File: src/fpd_pkg.sv
//------------------------------------------------------------------------------
// fpd_pkg
// shared types, constants and helpers of the factor product decomposition block
//------------------------------------------------------------------------------
`default_nettype none
package fpd_pkg;
	localparam int unsigned MaxFactorsDefault = 8;
	localparam int unsigned QOne = 32'h0001_0000;

	typedef enum logic [2:0] {
		ST_IDLE,
		ST_PROD,
		ST_DIV,
		ST_ACC,
		ST_EFF,
		ST_OUT
	} fpd_state_t;

	// controller to datapath
	typedef struct packed {
		logic load;       // store the accepted pair
		logic sum_clr;    // clear accumulator, start of a factor
		logic prod_init;  // product back to one, start of a subset
		logic prod_step;  // multiply in one factor
		logic div_start;  // start weighting divide
		logic acc;        // add weighted term
		logic eff_mul;    // form the effect
	} fpd_cmd_t;

	// datapath to controller
	typedef struct packed {
		logic div_done;
		logic eff_done;
	} fpd_sts_t;

	// n choose k from a constant pascal triangle, no divide
	function automatic logic [9:0] binom(input logic [3:0] n, input logic [3:0] k);
		logic [9:0] pascal [13][13];
		for (int a = 0; a < 13; a++) begin
			for (int b = 0; b < 13; b++) begin
				if (b == 0)
					pascal[a][b] = 10'd1;
				else if (a == 0)
					pascal[a][b] = 10'd0;
				else
					pascal[a][b] = 10'(pascal[a-1][b-1] + pascal[a-1][b]);
			end
		end
		if (n > 4'd12 || k > 4'd12)
			return 10'd0;
		return pascal[n][k];
	endfunction
endpackage
`default_nettype wire

File: src/fpd_control.sv
//------------------------------------------------------------------------------
// fpd_control
// row loading, subset and factor sequencing, result handshake
//------------------------------------------------------------------------------
`default_nettype none
module fpd_control #(
	parameter int unsigned MAX_FACTORS = 8,
	parameter int unsigned IDX_W = 3
) (
	input  wire logic                clk,
	input  wire logic                arst_n,
	input  wire logic [3:0]          num_factors,
	input  wire logic                cfg_wr,
	input  wire logic                in_valid,
	output logic                     in_ready,
	output logic                     out_valid,
	input  wire logic                out_ready,
	output logic [IDX_W-1:0]         k_q,
	output logic                     last_q,
	output fpd_pkg::fpd_cmd_t        cmd,
	input  wire fpd_pkg::fpd_sts_t   sts,
	output logic [IDX_W-1:0]         wr_idx,
	output logic [IDX_W-1:0]         rd_idx,
	output logic                     use_x,
	output logic [3:0]               p,
	output logic [3:0]               subset_size
);
	import fpd_pkg::*;

	localparam int unsigned SW = (MAX_FACTORS > 1) ? MAX_FACTORS - 1 : 1;

	fpd_state_t state_q, state_d;
	logic [3:0] load_q;
	logic [SW-1:0] subset_q;
	logic [3:0] i_q;
	logic [3:0] bit_q;
	logic out_pend_q;

	always_comb begin
		if (num_factors == 4'd0)
			p = 4'd1;
		else if (32'(num_factors) > MAX_FACTORS)
			p = 4'(MAX_FACTORS);
		else
			p = num_factors;
	end

	logic [SW:0] subset_ext;
	assign subset_ext = {1'b0, subset_q};
	assign wr_idx = load_q[IDX_W-1:0];
	assign rd_idx = i_q[IDX_W-1:0];
	assign use_x = subset_ext[bit_q[IDX_W-1:0]];
	always_comb begin
		subset_size = '0;
		for (int b = 0; b < SW; b++)
			subset_size = subset_size + 4'(subset_q[b]);
	end

	logic last_sub;
	assign last_sub = 32'(subset_q) == (32'd1 << (p - 4'd1)) - 32'd1;

	always_ff @(posedge clk or negedge arst_n) begin
		if (!arst_n)
			state_q <= ST_IDLE;
		else
			state_q <= state_d;
	end

	always_comb begin
		state_d = state_q;
		cmd = '0;
		in_ready = state_q == ST_IDLE;
		out_valid = out_pend_q;
		case (state_q)
			ST_IDLE: begin
				if (in_valid) begin
					cmd.load = 1'b1;
					if (load_q + 4'd1 >= p) begin
						state_d = ST_PROD;
						cmd.sum_clr = 1'b1;
						cmd.prod_init = 1'b1;
					end
				end
			end
			ST_PROD: begin
				if (i_q >= p)
					begin
						state_d = ST_DIV;
						cmd.div_start = 1'b1;
					end
				else if (i_q[IDX_W-1:0] != k_q)
					cmd.prod_step = 1'b1;
			end
			ST_DIV: begin
				if (sts.div_done)
					state_d = ST_ACC;
			end
			ST_ACC: begin
				cmd.acc = 1'b1;
				cmd.prod_init = 1'b1;
				state_d = last_sub ? ST_EFF : ST_PROD;
				if (last_sub)
					cmd.eff_mul = 1'b1;
			end
			ST_EFF: begin
				if (sts.eff_done)
					state_d = ST_OUT;
			end
			ST_OUT: begin
				if (out_valid && out_ready) begin
					if (last_q)
						state_d = ST_IDLE;
					else begin
						state_d = ST_PROD;
						cmd.sum_clr = 1'b1;
						cmd.prod_init = 1'b1;
					end
				end
			end
			default: state_d = ST_IDLE;
		endcase
	end

	always_ff @(posedge clk or negedge arst_n) begin
		if (!arst_n) begin
			load_q <= '0;
			subset_q <= '0;
			i_q <= '0;
			bit_q <= '0;
			k_q <= '0;
			out_pend_q <= 1'b0;
		end else begin
			if (cfg_wr)
				load_q <= '0;
			else if (cmd.load)
				load_q <= (load_q + 4'd1 >= p) ? 4'd0 : load_q + 4'd1;
			if (cmd.load) begin
				subset_q <= '0;
				i_q <= '0;
				bit_q <= '0;
				k_q <= '0;
			end
			if (state_q == ST_PROD && i_q < p) begin
				i_q <= i_q + 4'd1;
				if (i_q[IDX_W-1:0] != k_q)
					bit_q <= bit_q + 4'd1;
			end
			if (state_q == ST_ACC) begin
				i_q <= '0;
				bit_q <= '0;
				subset_q <= last_sub ? '0 : subset_q + SW'(1);
			end
			if (sts.eff_done)
				out_pend_q <= 1'b1;
			if (state_q == ST_OUT && out_ready) begin
				out_pend_q <= 1'b0;
				k_q <= k_q + IDX_W'(1);
			end
		end
	end
	assign last_q = 4'(k_q) == p - 4'd1;
endmodule
`default_nettype wire

File: config.mk
export PLATFORM = sky130hd
export DESIGN_NAME = fpd_control
export DESIGN_NICKNAME = d
export VERILOG_FILES = /design/src/fpd_pkg.sv /design/src/fpd_control.sv
export SDC_FILE = /design/constraint.sdc
export NUM_CORES = 1
export LEC_CHECK = 0
export ABC_AREA = 1
export BUFFER_PORTS_ARGS = -buffer_cell sky130_fd_sc_hd__buf_2
export CAP_MARGIN = 20
export CORE_ASPECT_RATIO = 0.6
export CORE_MARGIN = 3
export CORE_UTILIZATION = 40
export CTS_CLUSTER_SIZE = 40
export DETAILED_ROUTE_END_ITERATION = 16
export GPL_ROUTABILITY_DRIVEN = 0
export MAX_ROUTING_LAYER = met4
export PLACE_DENSITY = 0.69
export SKIP_CTS_REPAIR_TIMING = 1
export SLEW_MARGIN = 20
export SYNTH_ARGS = -nofsm -noshare
export SYNTH_HDL_FRONTEND = slang
export SYNTH_SLANG_ARGS = --single-unit
File: constraint.sdc
create_clock -name clk -period 4.55 [get_ports clk]
set_input_delay 0.91 -clock clk [delete_from_list [all_inputs] [get_ports clk]]
set_output_delay 0.91 -clock clk [all_outputs]
set_load 0.01 [all_outputs]
==> results.sh <==
export IMPL_min_period_ns=4.34
export IMPL_io_buffers=37
export IMPL_wl_per_cell_um=13.4
export IMPL_fillers=531
export IMPL_crit_chain="buf_2 > inv_1 > nand3b_1 > a21oi_2 > inv_2 > ha_4 > nand3_4 > nand2_4 > nor2_4 > inv_1 > nand3_2 > inv_1 > ha_1 > o21ai_0 > a211oi_1 > nand3_1 > nor2_1 > nand2_1 > nor2_2 > nand3_2 > nor2_1 > buf_2"
export IMPL_numClockSinks=25
export IMPL_htree_levels=1
export IMPL_slowest_delay_ns=0.26
export IMPL_clkPwrFrac_pct=13.5
export IMPL_clk_latency_ns=0.28
export IMPL_wl_met3_um=499
export IMPL_placed_cells=425
export IMPL_setup_ws_ns=0.209
export IMPL_core_area_mm2=0.00528
export IMPL_critPathMaxFanout=5
export IMPL_reg2reg_from="load_q[0]"
export IMPL_min_delay_start="load_q[3]"
export IMPL_irDropWorstVdd_uv=297
export IMPL_die_width_um=103
export IMPL_wl_um=5770
export IMPL_num_rows=20
export IMPL_slew_limit_headroom_pct=58.8
export IMPL_startpoint_type="input pin"
export IMPL_whs_ns=0.534
export IMPL_clock_fmax_mhz=230
export IMPL_synth_seq_cells=25
export IMPL_synth_cell_type_count=33
export IMPL_path_buf_inv=6
export IMPL_drc=0
export IMPL_power_mw=1.05
export IMPL_hold_path_class="register to register"
export IMPL_cts_tree="done"
export IMPL_syn_area_mm2=0.00228
export IMPL_hold_depth=1
export IMPL_critPathTopFamily="simple AND/OR/NAND/NOR gates"
export IMPL_multi_input_comb_area_mm2=0.00145
export IMPL_diodes=0
export IMPL_cp_arrival_ns=3.43
export IMPL_cap_violations=0
export IMPL_drv_slew=0
export IMPL_synthToLayoutAreaGrowth_pct=17.0
export IMPL_wl_met2_um=2260
export IMPL_worst_pin_slew_ns=0.618
export IMPL_crit_path_top_delay_cell="ha_1"
export IMPL_io_pins=39
export IMPL_outcome="completed"
export IMPL_critPathCaptureType="output port"
export IMPL_top_layer_used="met4"
export IMPL_setup_violations=0
export IMPL_cts_inserted_buffers=3
export IMPL_synth_avg_cell_area_um2=7.23
export IMPL_hold_viol=0
export IMPL_firstDrtPassIters=5
export IMPL_worst_r2r_setup_slack_ns=2.22
export IMPL_drive_above_1_share_pct=20.1
export IMPL_r2r_end="state_q[1]"
export IMPL_final_cell_mix="59 x nand2_1, 54 x inv_1, 37 x buf_2"
export IMPL_syn_inst=315
export IMPL_clockBufferDepth=2
export IMPL_final_antenna_net_count=0
export IMPL_period_share_pct=95.4
export IMPL_synth_nets=350
export IMPL_die_h_um=64.4
export IMPL_wirelength_met1_um=2990
export IMPL_switching_power_uw=507
export IMPL_path_clk_slew_ns=0.09
export IMPL_viasPerCell=5.11
export IMPL_ys_warn_count=0
export IMPL_cp_data_required_time_ns=3.64
export IMPL_overflow=0
export IMPL_powerDensity_mw_per_mm2=393
export IMPL_start_util_pct=43.1
export IMPL_dp_hpwl_um=4530
export IMPL_grt_max_degree=26
export IMPL_root_buffer="clkbuf_8"
export IMPL_timing_worst_setup_path_type="input pin to output port"
export IMPL_num_vias=2202
export IMPL_p_sw_share_pct=48.4
export IMPL_instances_no_fill=431
export IMPL_grt_pass1_wl_um=9530
export IMPL_place_ws_ns=0.133
export IMPL_final_common_cell="nand2_1"
export IMPL_seqCellArea_um2=626
export IMPL_grt_pass1_vias=1965
export IMPL_drt_iter0_markers=169
export IMPL_yosysSeqAreaShare_pct=27.5
export IMPL_reg2reg_depth=12
export IMPL_p_leak_nw=1.41
export IMPL_grtUsageTotal_pct=18.5
export IMPL_antenna_found_initial=0
export IMPL_dieArea_mm2=0.00666
export IMPL_nets=390
export IMPL_clock_skew_ns=0.00507
export IMPL_cpMostUsedCell="inv_1"
export IMPL_hold_end="load_q[3]"
export IMPL_p_int_uw=541
export IMPL_seq_power_share_pct=30.5
export IMPL_combPwrFrac_pct=56.0
## final cells by class
class / count / share of cell area [%]
multi-input cells: 224 / 54.4
clock inverters: 1 / 0.188
flip-flops and latches: 25 / 23.5
repair buffers: 43 / 8.64
clock buffers: 3 / 1.55
well taps: 77 / 3.62
inverters: 58 / 8.17
## cell families after synthesis
logic type | share of synthesized area [%]
AOI/OAI and AO/OA | 14.5
xor gates and xnor gates | 5.38
adders and majority gates | 14.5
buffers and inverters | 12.2
DFF | 27.5
other | 0.330
and+or+nand+nor | 25.6
## stage by stage
step	TNS [ns]	cell area, um2	util (%)
2_1_floorplan	0	2280	-
3_3_place_gp	0	2540	48.0
3_5_place_dp	0	2540	48.0
4_1_cts	0	2580	48.9
5_1_grt	-0.0423	2670	50.5
6_report	0	2670	50.5
## state kept, by name, summed over array words and instances, names as in the netlist
name and flops:
subset_q 7, i_q 4, load_q 4, bit_q 3, k_q 3, state_q 3
out_valid 1
## power groups by stage
stage	registers [mW]	logic, mW	clock network (mW)
2_1_floorplan	0.309	0.430	0
5_1_grt	0.332	0.671	0.152
6_report	0.320	0.586	0.142
4_1_cts	0.319	0.572	0.144
3_3_place_gp	0.322	0.560	0
3_5_place_dp	0.323	0.570	0
## cell usage after synthesis (all sizes together)
cell type | instances | share of area [%]
o211ai | 1 | 0.33
o31ai | 1 | 0.93
o2111ai | 1 | 0.38
nand2 | 65 | 12
a31oi | 1 | 0.27
inv | 58 | 9.6
nand3 | 33 | 7.5
o21ai | 21 | 4.6
fa | 4 | 3.5
o21a | 1 | 0.33
nand3b | 2 | 0.66
a211oi | 3 | 0.99
clkbuf | 2 | 0.33
nor2 | 22 | 3.8
dfrtp | 25 | 27
ha | 20 | 11
a32o | 2 | 0.88
nor3 | 4 | 0.88
xnor2 | 6 | 2.3
conb | 2 | 0.33
xor2 | 8 | 3.1
nand4 | 2 | 0.55
a311oi | 1 | 0.38
or2 | 1 | 0.27
a21oi | 12 | 2.6
buf | 7 | 2.3
o22ai | 10 | 2.7
## worst max-delay path by stage
stage | startpoint | endpoint | slack [ns] | cells after the start
detailed placement | num_factors[2] | cmd[0] | 0.13 | 21
floorplan | num_factors[2] | cmd[0] | 0.15 | 19
CTS | num_factors[2] | cmd[0] | 0.12 | 21
global placement | num_factors[2] | cmd[0] | 0.23 | 21
global route | num_factors[1] | cmd[0] | -0.04 | 22
finish | num_factors[1] | cmd[0] | 0.21 | 22
## metal layers
layer | vias up | GRT usage (%)
met5 | - | -
li1 | 1110 | -
met1 | 991 | 29.4
met2 | 97 | 24.2
met4 | 0 | 1.45
met3 | 4 | 4.41
(Power assumes the default switching activity.)
